--- src/pcg_pkg.sv ---
package pcg_pkg;

	localparam logic [63:0] LCG_MULT = 64'd6364136223846793005;

	localparam logic [1:0] MODE_RAW      = 2'd0;
	localparam logic [1:0] MODE_BOUNDED  = 2'd1;
	localparam logic [1:0] MODE_FRACTION = 2'd2;

	localparam logic [1:0] CFG_SEED_STATE    = 2'd0;
	localparam logic [1:0] CFG_SEED_SEQUENCE = 2'd1;

	typedef struct packed {
		logic [1:0]  mode;
		logic [31:0] limit;
		logic [6:0]  count;
	} pcg_req_t;

	typedef struct packed {
		logic [52:0] value;
		logic        bad_limit;
		logic        last;
	} pcg_rsp_t;

	typedef struct packed {
		logic        done;
		logic [63:0] next_state;
		logic [31:0] draw;
	} pcg_draw_res_t;

	typedef enum logic [3:0] {
		S_IDLE,
		S_SEED_A,
		S_SEED_AW,
		S_SEED_B,
		S_SEED_BW,
		S_PREP,
		S_THR,
		S_THR_W,
		S_NEXT,
		S_DRAW,
		S_DRAW_W,
		S_MOD,
		S_MOD_W,
		S_EMIT
	} pcg_state_t;

endpackage

--- src/pcg_draw.sv ---
module pcg_draw (
	input  logic                  clk,
	input  logic                  arst_n,
	input  logic                  start,
	input  logic [63:0]           old_state,
	input  logic [63:0]           increment,
	output pcg_pkg::pcg_draw_res_t res
);
	import pcg_pkg::*;

	logic [63:0] a_q;
	logic [63:0] inc_q;
	logic [63:0] prod_q;
	logic [63:0] acc_q;
	logic [31:0] draw_q;
	logic [1:0]  step_q;
	logic        busy_q;
	logic        done_q;
	logic [31:0] mul_a;
	logic [31:0] mul_b;
	logic [31:0] xs;
	logic [63:0] rot_wide;

	// Output permutation: xorshift high bits, then rotate right by the top five bits.
	assign xs       = 32'(((old_state >> 18) ^ old_state) >> 27);
	assign rot_wide = {xs, xs} >> old_state[63:59];

	always_comb begin
		case (step_q)
			2'd0: begin
				mul_a = a_q[31:0];
				mul_b = LCG_MULT[31:0];
			end
			2'd1: begin
				mul_a = a_q[31:0];
				mul_b = LCG_MULT[63:32];
			end
			default: begin
				mul_a = a_q[63:32];
				mul_b = LCG_MULT[31:0];
			end
		endcase
	end

	always_ff @(posedge clk or negedge arst_n) begin
		if (!arst_n) begin
			busy_q <= 1'b0;
			done_q <= 1'b0;
			step_q <= 2'd0;
		end else begin
			done_q <= 1'b0;
			if (start) begin
				busy_q <= 1'b1;
				step_q <= 2'd0;
			end else if (busy_q) begin
				step_q <= step_q + 2'd1;
				if (step_q == 2'd3) begin
					busy_q <= 1'b0;
					done_q <= 1'b1;
				end
			end
		end
	end

	always_ff @(posedge clk) begin
		if (start) begin
			a_q    <= old_state;
			inc_q  <= increment;
			draw_q <= rot_wide[31:0];
		end
		if (busy_q) begin
			prod_q <= {32'd0, mul_a} * {32'd0, mul_b};
			case (step_q)
				2'd0: ;
				2'd1: acc_q <= prod_q + inc_q;
				default: acc_q[63:32] <= acc_q[63:32] + prod_q[31:0];
			endcase
		end
	end

	assign res.done       = done_q;
	assign res.next_state = acc_q;
	assign res.draw       = draw_q;

endmodule

--- src/pcg_rem.sv ---
module pcg_rem (
	input  logic        clk,
	input  logic        arst_n,
	input  logic        start,
	input  logic [31:0] dividend,
	input  logic [31:0] divisor,
	output logic        done,
	output logic [31:0] remainder
);
	import pcg_pkg::*;

	logic [31:0] rem_q;
	logic [31:0] dvd_q;
	logic [31:0] div_q;
	logic [4:0]  cnt_q;
	logic        busy_q;
	logic        done_q;
	logic [32:0] trial;
	logic [32:0] diff;

	assign trial = {rem_q, dvd_q[31]};
	assign diff  = trial - {1'b0, div_q};

	always_ff @(posedge clk or negedge arst_n) begin
		if (!arst_n) begin
			busy_q <= 1'b0;
			done_q <= 1'b0;
			cnt_q  <= 5'd0;
		end else begin
			done_q <= 1'b0;
			if (start) begin
				busy_q <= 1'b1;
				cnt_q  <= 5'd0;
			end else if (busy_q) begin
				cnt_q <= cnt_q + 5'd1;
				if (cnt_q == 5'd31) begin
					busy_q <= 1'b0;
					done_q <= 1'b1;
				end
			end
		end
	end

	always_ff @(posedge clk) begin
		if (start) begin
			rem_q <= 32'd0;
			dvd_q <= dividend;
			div_q <= divisor;
		end else if (busy_q) begin
			dvd_q <= {dvd_q[30:0], 1'b0};
			if (!diff[32]) begin
				rem_q <= diff[31:0];
			end else begin
				rem_q <= trial[31:0];
			end
		end
	end

	assign done      = done_q;
	assign remainder = rem_q;

endmodule

--- src/pcg32_random_generator_unit.sv ---
// Channel   Direction  Handshake               Carries
// req       in         req_valid / req_stall   mode, limit, count
// rsp       out        rsp_valid / rsp_stall   value, bad_limit, last
// cfg       in         cfg_valid / cfg_ready   cfg_index, cfg_data
//
// One request is taken at a time; req_stall is high until its last result is loaded.
// Each draw runs through the shared 32x32 multiplier; a fraction result takes two draws.
// Bounded mode computes the rejection threshold once per request and one remainder
// per result in the one-bit-per-cycle remainder unit, and redraws after each rejected draw.
// Seeding adds two draws to the first request after reset or a write to either seed register.
// A stalled result holds in the output register and pauses the burst; cfg_ready is always high.
module pcg32_random_generator_unit #(
	parameter int MAX_BURST = 64
) (
	input  logic             clk,
	input  logic             arst_n,
	input  logic             req_valid,
	output logic             req_stall,
	input  pcg_pkg::pcg_req_t req,
	output logic             rsp_valid,
	input  logic             rsp_stall,
	output pcg_pkg::pcg_rsp_t rsp,
	input  logic             cfg_valid,
	output logic             cfg_ready,
	input  logic [1:0]       cfg_index,
	input  logic [63:0]      cfg_data
);
	import pcg_pkg::*;

	localparam int CntW = $clog2(MAX_BURST + 1);

	pcg_state_t    state_q;
	pcg_state_t    state_d;
	pcg_draw_res_t draw_res;

	logic [63:0]     seed_state_q;
	logic [62:0]     seed_seq_q;
	logic [63:0]     lcg_state_q;
	logic [63:0]     lcg_inc_q;
	logic            seeded_q;
	logic [1:0]      mode_q;
	logic [31:0]     limit_q;
	logic [CntW-1:0] left_q;
	logic            half_q;
	logic [31:0]     thr_q;
	logic [52:0]     val_q;
	logic            rsp_valid_q;
	pcg_rsp_t        rsp_q;

	logic        req_fire;
	logic        cfg_fire;
	logic        slot_free;
	logic        draw_start;
	logic        rem_start;
	logic        rem_done;
	logic [31:0] rem_val;
	logic [31:0] rem_dividend;
	logic        rsp_load;
	logic        is_bounded;
	logic        is_bad;
	logic        is_fraction;
	logic [CntW-1:0] burst_len;

	assign req_stall   = (state_q != S_IDLE);
	assign req_fire    = req_valid && !req_stall;
	assign cfg_ready   = 1'b1;
	assign cfg_fire    = cfg_valid && cfg_ready;
	assign slot_free   = !rsp_valid_q || !rsp_stall;
	assign is_bounded  = (mode_q == MODE_BOUNDED);
	assign is_fraction = (mode_q == MODE_FRACTION);
	assign is_bad      = is_bounded && (limit_q == 32'd0);
	assign burst_len   = (32'(req.count) > MAX_BURST) ? CntW'(MAX_BURST) : CntW'(req.count);
	assign rem_dividend = (state_q == S_THR) ? (32'd0 - limit_q) : val_q[31:0];

	pcg_draw u_draw (
		.clk       (clk),
		.arst_n    (arst_n),
		.start     (draw_start),
		.old_state (lcg_state_q),
		.increment (lcg_inc_q),
		.res       (draw_res)
	);

	pcg_rem u_rem (
		.clk       (clk),
		.arst_n    (arst_n),
		.start     (rem_start),
		.dividend  (rem_dividend),
		.divisor   (limit_q),
		.done      (rem_done),
		.remainder (rem_val)
	);

	always_ff @(posedge clk or negedge arst_n) begin
		if (!arst_n) begin
			state_q <= S_IDLE;
		end else begin
			state_q <= state_d;
		end
	end

	always_comb begin
		state_d    = state_q;
		draw_start = 1'b0;
		rem_start  = 1'b0;
		rsp_load   = 1'b0;
		unique case (state_q)
			S_IDLE: begin
				if (req_fire && (req.count != 7'd0)) begin
					state_d = seeded_q ? S_PREP : S_SEED_A;
				end
			end
			S_SEED_A: begin
				draw_start = 1'b1;
				state_d    = S_SEED_AW;
			end
			S_SEED_AW: begin
				if (draw_res.done) begin
					state_d = S_SEED_B;
				end
			end
			S_SEED_B: begin
				draw_start = 1'b1;
				state_d    = S_SEED_BW;
			end
			S_SEED_BW: begin
				if (draw_res.done) begin
					state_d = S_PREP;
				end
			end
			S_PREP: begin
				state_d = (is_bounded && !is_bad) ? S_THR : S_NEXT;
			end
			S_THR: begin
				rem_start = 1'b1;
				state_d   = S_THR_W;
			end
			S_THR_W: begin
				if (rem_done) begin
					state_d = S_NEXT;
				end
			end
			S_NEXT: begin
				state_d = is_bad ? S_EMIT : S_DRAW;
			end
			S_DRAW: begin
				draw_start = 1'b1;
				state_d    = S_DRAW_W;
			end
			S_DRAW_W: begin
				if (draw_res.done) begin
					if (is_bounded) begin
						state_d = (draw_res.draw < thr_q) ? S_DRAW : S_MOD;
					end else if (is_fraction && !half_q) begin
						state_d = S_DRAW;
					end else begin
						state_d = S_EMIT;
					end
				end
			end
			S_MOD: begin
				rem_start = 1'b1;
				state_d   = S_MOD_W;
			end
			S_MOD_W: begin
				if (rem_done) begin
					state_d = S_EMIT;
				end
			end
			S_EMIT: begin
				if (slot_free) begin
					rsp_load = 1'b1;
					state_d  = (left_q == CntW'(1)) ? S_IDLE : S_NEXT;
				end
			end
			default: begin
				state_d = S_IDLE;
			end
		endcase
	end

	always_ff @(posedge clk or negedge arst_n) begin
		if (!arst_n) begin
			seed_state_q <= 64'd0;
			seed_seq_q   <= 63'd0;
			lcg_state_q  <= 64'd0;
			lcg_inc_q    <= 64'd1;
			seeded_q     <= 1'b0;
			left_q       <= '0;
			half_q       <= 1'b0;
			rsp_valid_q  <= 1'b0;
		end else begin
			if (cfg_fire) begin
				unique case (cfg_index)
					CFG_SEED_STATE: begin
						seed_state_q <= cfg_data;
						seeded_q     <= 1'b0;
					end
					CFG_SEED_SEQUENCE: begin
						seed_seq_q <= cfg_data[62:0];
						seeded_q   <= 1'b0;
					end
					default: ;
				endcase
			end
			if (state_q == S_IDLE && req_fire) begin
				left_q <= burst_len;
				half_q <= 1'b0;
				if (!seeded_q) begin
					lcg_state_q <= 64'd0;
					lcg_inc_q   <= {seed_seq_q, 1'b1};
				end
			end
			if (state_q == S_SEED_AW && draw_res.done) begin
				lcg_state_q <= draw_res.next_state + seed_state_q;
			end
			if (state_q == S_SEED_BW && draw_res.done) begin
				lcg_state_q <= draw_res.next_state;
				seeded_q    <= 1'b1;
			end
			if (state_q == S_DRAW_W && draw_res.done) begin
				lcg_state_q <= draw_res.next_state;
				if (is_fraction) begin
					half_q <= !half_q;
				end
			end
			if (rsp_load) begin
				left_q      <= left_q - CntW'(1);
				rsp_valid_q <= 1'b1;
			end else if (!rsp_stall) begin
				rsp_valid_q <= 1'b0;
			end
		end
	end

	always_ff @(posedge clk) begin
		if (req_fire) begin
			mode_q  <= req.mode;
			limit_q <= req.limit;
		end
		if (state_q == S_THR_W && rem_done) begin
			thr_q <= rem_val;
		end
		if (state_q == S_NEXT && is_bad) begin
			val_q <= 53'd0;
		end
		if (state_q == S_DRAW_W && draw_res.done) begin
			if (is_fraction && !half_q) begin
				val_q <= {draw_res.draw[31:5], 26'd0};
			end else if (is_fraction) begin
				val_q <= {val_q[52:26], draw_res.draw[31:6]};
			end else begin
				val_q <= {21'd0, draw_res.draw};
			end
		end
		if (state_q == S_MOD_W && rem_done) begin
			val_q <= {21'd0, rem_val};
		end
		if (rsp_load) begin
			rsp_q.value     <= val_q;
			rsp_q.bad_limit <= is_bad;
			rsp_q.last      <= (left_q == CntW'(1));
		end
	end

	assign rsp_valid = rsp_valid_q;
	assign rsp       = rsp_q;

	a_bad_is_zero: assert property (@(posedge clk) disable iff (!arst_n)
		rsp_valid_q && rsp_q.bad_limit |-> rsp_q.value == 53'd0)
		else $error("flagged result carries a nonzero value");

	a_bounded_range: assert property (@(posedge clk) disable iff (!arst_n)
		rsp_load && is_bounded && !is_bad |=>
			rsp_q.value[52:32] == 21'd0 && rsp_q.value[31:0] < limit_q)
		else $error("bounded result not below the limit");

	a_last_to_idle: assert property (@(posedge clk) disable iff (!arst_n)
		rsp_load && left_q == CntW'(1) |=> state_q == S_IDLE && rsp_q.last)
		else $error("burst did not end on its last result");

	a_seeded_draws: assert property (@(posedge clk) disable iff (!arst_n)
		state_q == S_NEXT |-> seeded_q)
		else $error("result drawn before seeding");

endmodule

--- config.mk ---
export PLATFORM = sky130hd
export DESIGN_NAME = pcg32_random_generator_unit
export DESIGN_NICKNAME = d
export VERILOG_FILES = /design/src/pcg_pkg.sv /design/src/pcg_draw.sv /design/src/pcg_rem.sv /design/src/pcg32_random_generator_unit.sv
export SDC_FILE = /design/constraint.sdc
export NUM_CORES = 2
export LEC_CHECK = 0
export ABC_AREA = 1
export ABC_CLOCK_PERIOD_IN_PS = 18780
export BUFFER_PORTS_ARGS = -buffer_cell sky130_fd_sc_hd__buf_4
export CAP_MARGIN = 20
export CORE_ASPECT_RATIO = 1.2
export CORE_MARGIN = 2
export CORE_UTILIZATION = 60
export DETAILED_ROUTE_END_ITERATION = 16
export PLACE_DENSITY = 0.73
export SETUP_SLACK_MARGIN = 0.5
export SYNTH_ARGS = -nofsm -noshare
export SYNTH_HDL_FRONTEND = slang
export SYNTH_SLANG_ARGS = --single-unit
--- constraint.sdc ---
create_clock -name clk -period 18.78 [get_ports clk]
set_clock_uncertainty 0.15 [all_clocks]
set_input_delay 2.817 -clock clk [delete_from_list [all_inputs] [get_ports clk]]
set_output_delay 2.817 -clock clk [all_outputs]
set_load 0.01 [all_outputs]
# After elaboration in Yosys (flattened, before gate mapping)
# Cells that the tools add are included.
dict set report word_totals {
  regBits 836
  latch_bits 0
  mem_bits_rw 0
  romBits 0
  inputBits 112
  output_inout_bits 58
  elab_cells 188
  n_memories 0
}
dict set report op_classes {
  add_sub_neg 8
  multipliers 1
  div_mod_pow 0
  n_lt_le_gt_ge 2
  eq_ne 31
  n_shift 1
  muxes 63
  bitwise 3
  n_reduce_logical 46
}
# operator n
set op_table {}
lappend op_table {{$mux 64} 5}
lappend op_table {{$mux 53} 4}
lappend op_table {{$mux 32} 6}
lappend op_table {{$add 64x64->64} 2}
lappend op_table {{$pmux 32 s2} 1}
lappend op_table {{$shr 64x5->32} 1}
lappend op_table {{$mul 32x31->63} 1}
lappend op_table {{$xor 46x59->59} 1}
lappend op_table {{$pmux 4 s14} 1}
lappend op_table {{$mux 4} 9}
lappend op_table {{$sub 33x32->33} 1}
lappend op_table {{$add 32x32->32} 1}
lappend op_table {{$logic_not 32->1} 1}
lappend op_table {{$lt 32x32->1} 1}
lappend op_table {{$sub 1x32->32 const A} 1}
lappend op_table {{$mux 29} 1}
lappend op_table {{$eq 4x4->1 const B} 6}
lappend op_table {{$mux 1} 24}
lappend op_table {{$mux 7} 3}
lappend op_table {{$reduce_and 2->1} 9}
lappend op_table {{$eq 4x3->1 const B} 4}
lappend op_table {{$logic_and 1x1->1} 12}
lappend op_table {{$mux 3} 4}
lappend op_table {{$ne 2x1->1 const B} 6}
lappend op_table {{other kinds (28)} 50}

# Depth between registers and ports, before layout
dict set report logic_depth {
  depth_word 8
  depth_mapped 41
  ltp_nobuf 39
}

# By module
# A second synthesis with hierarchy kept.
dict set report unflattened {
  hier_cells 9362
  hier_area_um2 74232.4
}
# mod instances cells_each area_each_um2 seq_area_each_um2
set by_module_without_submodules {}
lappend by_module_without_submodules {pcg_draw 1 5255 42869.9 8718.4}
lappend by_module_without_submodules {pcg32_random_generator_unit 1 3078 24481.0 11721.2}
lappend by_module_without_submodules {pcg_rem 1 1029 6881.6 2737.6}

# Worst setup path before layout
# No wires, ideal clock.
dict set report synth_path {
  kind {register to register}
  startpoint {reg u_draw.step_q[1]}
  endpoint {reg u_draw.prod_q[56], data pin}
  setup_time_ns 0.252
  arrival_time_ns 8.018
  required_ns 18.378
  slack_ns 10.359
  path_stages_with_launch 35
  path_buffers 4
  period_less_slack_ns 8.421
  cell_sequence {dfrtp_1 > inv_1 > ha_1 > nor2_1 > buf_4 > buf_6 > buf_4 > buf_2 > o21ai_0 > inv_1 > nor2_1 > ha_1 > fa_1 > inv_1 > fa_1 > fa_1 > inv_1 > fa_1 > fa_1 > fa_1 > inv_1 > fa_1 > inv_1 > ha_1 > nand2_1 > nor2_1 > inv_1 > nor2_1 > inv_1 > nor3_1 > nand3_1 > nand3_1 > nand3_1 > nand3_1 > nand2_1}
}
dict set report synth_via {
  elab_chain_cells 4
  word_cells_on_any_way 6
  cone_classes {1 x mul; 1 x eq/ne; 2 x mux; 2 x reduce/logical}
}
# element line
set synth_lines {}
lappend synth_lines {{start, declared} pcg_draw.sv:16} ;# logic [1:0] step_q;
lappend synth_lines {{start signal, assigned} pcg_draw.sv:56} ;# step_q <= step_q + 2'd1;
lappend synth_lines {{$eq 2x1->1 or $logic_not 2->1 (tied branches)} pcg_draw.sv:29} ;# case (step_q)
lappend synth_lines {{$reduce_or 2->1 (no line)} n/a}
lappend synth_lines {{$mux 32} pcg_draw.sv:29}
lappend synth_lines {{$mul 32x31->63 (*)} pcg_draw.sv:72} ;# prod_q <= {32'd0, mul_a} * {32'd0, mul_b};
lappend synth_lines {{end signal, assigned} pcg_draw.sv:72}
lappend synth_lines {{end, declared} pcg_draw.sv:13} ;# logic [63:0] prod_q;
# Every way passes the cells marked *; elsewhere a longest branch is shown, timed or not.
# A chain may end at the register's enable or synchronous reset.

# Worst setup path after layout
dict set report layout_path {
  startpoint {reg u_draw.step_q[0]}
  endpoint {reg u_draw.prod_q[52], data pin}
}
# The elaborated chain is that of the path after synthesis.

==> run_results.csv <==
group,metric,value,unit
worst_setup_path,critPathArrivalTime,9.79,ns
route,routedWlPerCell,24.6,µm
worst_setup_path,crit_top_cell,"inv_1",
route,vias,63000,
yosys,synth_flop_cell,"edfxtp_1",
placement,place_inst,10600,
worst_setup_path,crit_type,"flip-flop to flip-flop",
timing,post-route-min-period,9.46,ns
final_layout,fin_util,0.659,
grt,grt_pass1_wl,390000,µm
yosys,ys_seq_area_frac,0.319,
worst_setup_path,crit_path_start_kind,"flip-flop",
yosys,ys.warnings.count,0,
yosys,synth-seq-cells,836,
yosys,yosysUniqueCellTypes,56,
timing,relSlewSlack,0.285,
timing,hold_viol_final,0,
timing,setup_ws,9.32,ns
die,placementRows,139,
final_layout,final_cells,10800,
grt,grt_usage,0.431,
worst_setup_path,critPathTopFamily,"adder cells",
worst_setup_path,cp-end-kind,"flip-flop",
clock_tree,cts_max_level,3,
worst_hold_path,hold_class,"flip-flop to flip-flop",
timing,finalCritPeriodShare,0.504,
timing,fmax,106,MHz
route,routed_wl,265000,µm
route,dr.first_iter.drc_count,6949,
clock_tree,cts_made_buffers,89,
placement,dp_hpwl,220000,µm
final_layout,final_common_cell,"nand2_1",
yosys,yosys-top-cells-area,"edfxtp_1 21%, fa_1 15%, ha_1 11%, nand2_1 11%, inv_1 9.7%",
final_layout,drive_gt1_frac,0.0596,
yosys,synth-edff-count,504,
final_layout,finish.net_count,10500,
clock_tree,clock-sinks,836,
die,die_height,385,µm
run,max_cap_viol_count,0,
die,dieArea,124000,µm²
die,fp.coreArea,120000,µm²
final_layout,syn2layout_area_growth,8.74,%
timing,tightest_slew,1.07,ns
clock_tree,postCtsSetupRepairBufs,0,
timing,rsz0062_at_grt,"no",
placement,place.port_buffers,168,
worst_hold_path,hold_path_startpoint,"lcg_state_q[25]",
worst_setup_path,r2r-start,"u_draw.step_q[0]",
worst_setup_path,required,19.10,ns
yosys,synth_area,72600,µm²
yosys,syn_inst,8963,
grt,grt-ovfl-total,0,
yosys,synthArstFlopShare,0.334,
die,ios,170,
yosys,synth.top_cell.area_share,0.208,
worst_setup_path,crit_fanout,65,
grt,grt_pass1_vias,62500,
placement,finalWeightedCongestion,1.06,
clock_tree,cts_tree,"built",
grt,antenna_found_initial,10,
clock_tree,clk_latency,0.73,ns
clock_tree,clockRootBuffer,"clkbuf_16",
timing,drv_slew,0,
clock_tree,clk_pin_slew_worst_paths,0.07,ns
grt,grt_max_degree,127,
timing,setup_violations,0,
die,initial_utilization,0.606,
route,ant_nets,0,
yosys,yosysTopAreaCell,"edfxtp_1",
die,die_w,322,µm
worst_setup_path,critPathLaunch,"u_draw.step_q[0]",
placement,pre_cts_slack,9.45,ns
final_layout,nFillCells,10000,
worst_setup_path,max_stage_delay,0.56,ns
clock_tree,cts_resized,0,
yosys,syn_avg_cell_area,8.10,µm²
route,vias_per_cell,5.83,
route,drc_errors,0,
timing,tns,0,ns
route,drtPass1Iterations,8,
worst_setup_path,path_buf_inv,12,
clock_tree,clockBufferDepth,3,
status,status,"complete, no violations",
final_layout,layout_common_cells,"2,134 x nand2_1, 1,871 x inv_1, 691 x nor2_1, 649 x ha_1, 539 x fa_1",
clock_tree,holdBufCountCts,0,
worst_setup_path,slowest_stage,"buf_4",
-- worst paths after layout --
path	endpoint	slack (ns)	cells past startpoint
max in group asynchronous	seed_seq_q[62]	14.25	3
worst max register to register	u_draw.prod_q[52]	9.32	33
worst min register to register	u_draw.a_q[25]	0.28	0
min in group asynchronous	seed_seq_q[13]	1.96	1
worst min-delay path	u_draw.a_q[25]	0.28	0
worst max-delay path	u_draw.prod_q[52]	9.32	33
-- metal layers --
metal / up-vias / part of all wire / global-route usage
met2: 3401 / 0.45 / 0.682
met5: - / 0.000049 / 0
li1: 28800 / - / -
met3: 897 / 0.095 / 0.100
met1: 29900 / 0.36 / 0.513
met4: 2 / 0.092 / 0.324
-- layout make-up --
| type | instances | area (µm²) | share of cell area |
|---|---|---|---|
| clock inverters | 50 | 608 | 0.00770 |
| repair buffers | 233 | 1780 | 0.0226 |
| well taps | 1551 | 1940 | 0.0246 |
| multi-input cells | 6108 | 41800 | 0.529 |
| flip-flops and latches | 836 | 23200 | 0.293 |
| diodes | 6 | 15.0 | 0.000190 |
| inverters | 1897 | 7130 | 0.0903 |
| clock buffers | 118 | 2550 | 0.0323 |
-- synth_stat cells, types with 47 or more instances --
| cell | instances |
|---|---|
| nand2_1 | 2137 |
| inv_1 | 1872 |
| nor2_1 | 693 |
| ha_1 | 650 |
| fa_1 | 539 |
| edfxtp_1 | 504 |
| o21ai_0 | 486 |
| nand3_1 | 468 |
| a21oi_1 | 434 |
| dfrtp_1 | 279 |
| xor2_1 | 100 |
| clkbuf_1 | 74 |
| nor3_1 | 70 |
| mux2_2 | 64 |
| nand4_1 | 54 |
| dfxtp_1 | 53 |
| o22ai_1 | 48 |
| o211ai_1 | 47 |
-- cell families (layout without fill, tap and decap cells) --
kind of cell,count (synthesis),in the layout,synth area share
simple gates,3512,3512,0.197
buf+inv,2049,2298,0.108
fa+ha+maj,1189,1189,0.261
compound gates,1164,1164,0.0873
flops,836,836,0.319
xor+xnor,138,138,0.0166
mux,73,73,0.0112
other cells,2,38,0.000103
-- worst register-to-register path, delay by kind of cell (launching register included) --
kind | cells | cell delay, ns
fa+ha+maj | 10 | 4.67
compound gates | 2 | 0.70
flops | 1 | 0.45
simple gates | 9 | 1.50
buf+inv | 12 | 1.77
-- registers in the layout, summed over array words and instances, names as in the netlist, 53 cells and up --
signal and flops:
lcg_state_q 64, seed_state_q 64, u_draw.a_q 64, u_draw.acc_q 64
u_draw.prod_q 64, lcg_inc_q 63, seed_seq_q 63, u_draw.inc_q 63
rsp 55, val_q 53
-- per-stage QoR --
step           area, µm²  hold slack, ns
4_1_cts            78900           0.270
3_5_place_dp       75800           0.264
2_1_floorplan      72700           0.258
3_3_place_gp       75700           0.269
6_report           79000           0.277
5_1_grt            79000           0.285
Power is not shown: default switching activity piles up to over one toggle a cycle in this logic, so the estimate is an artifact.
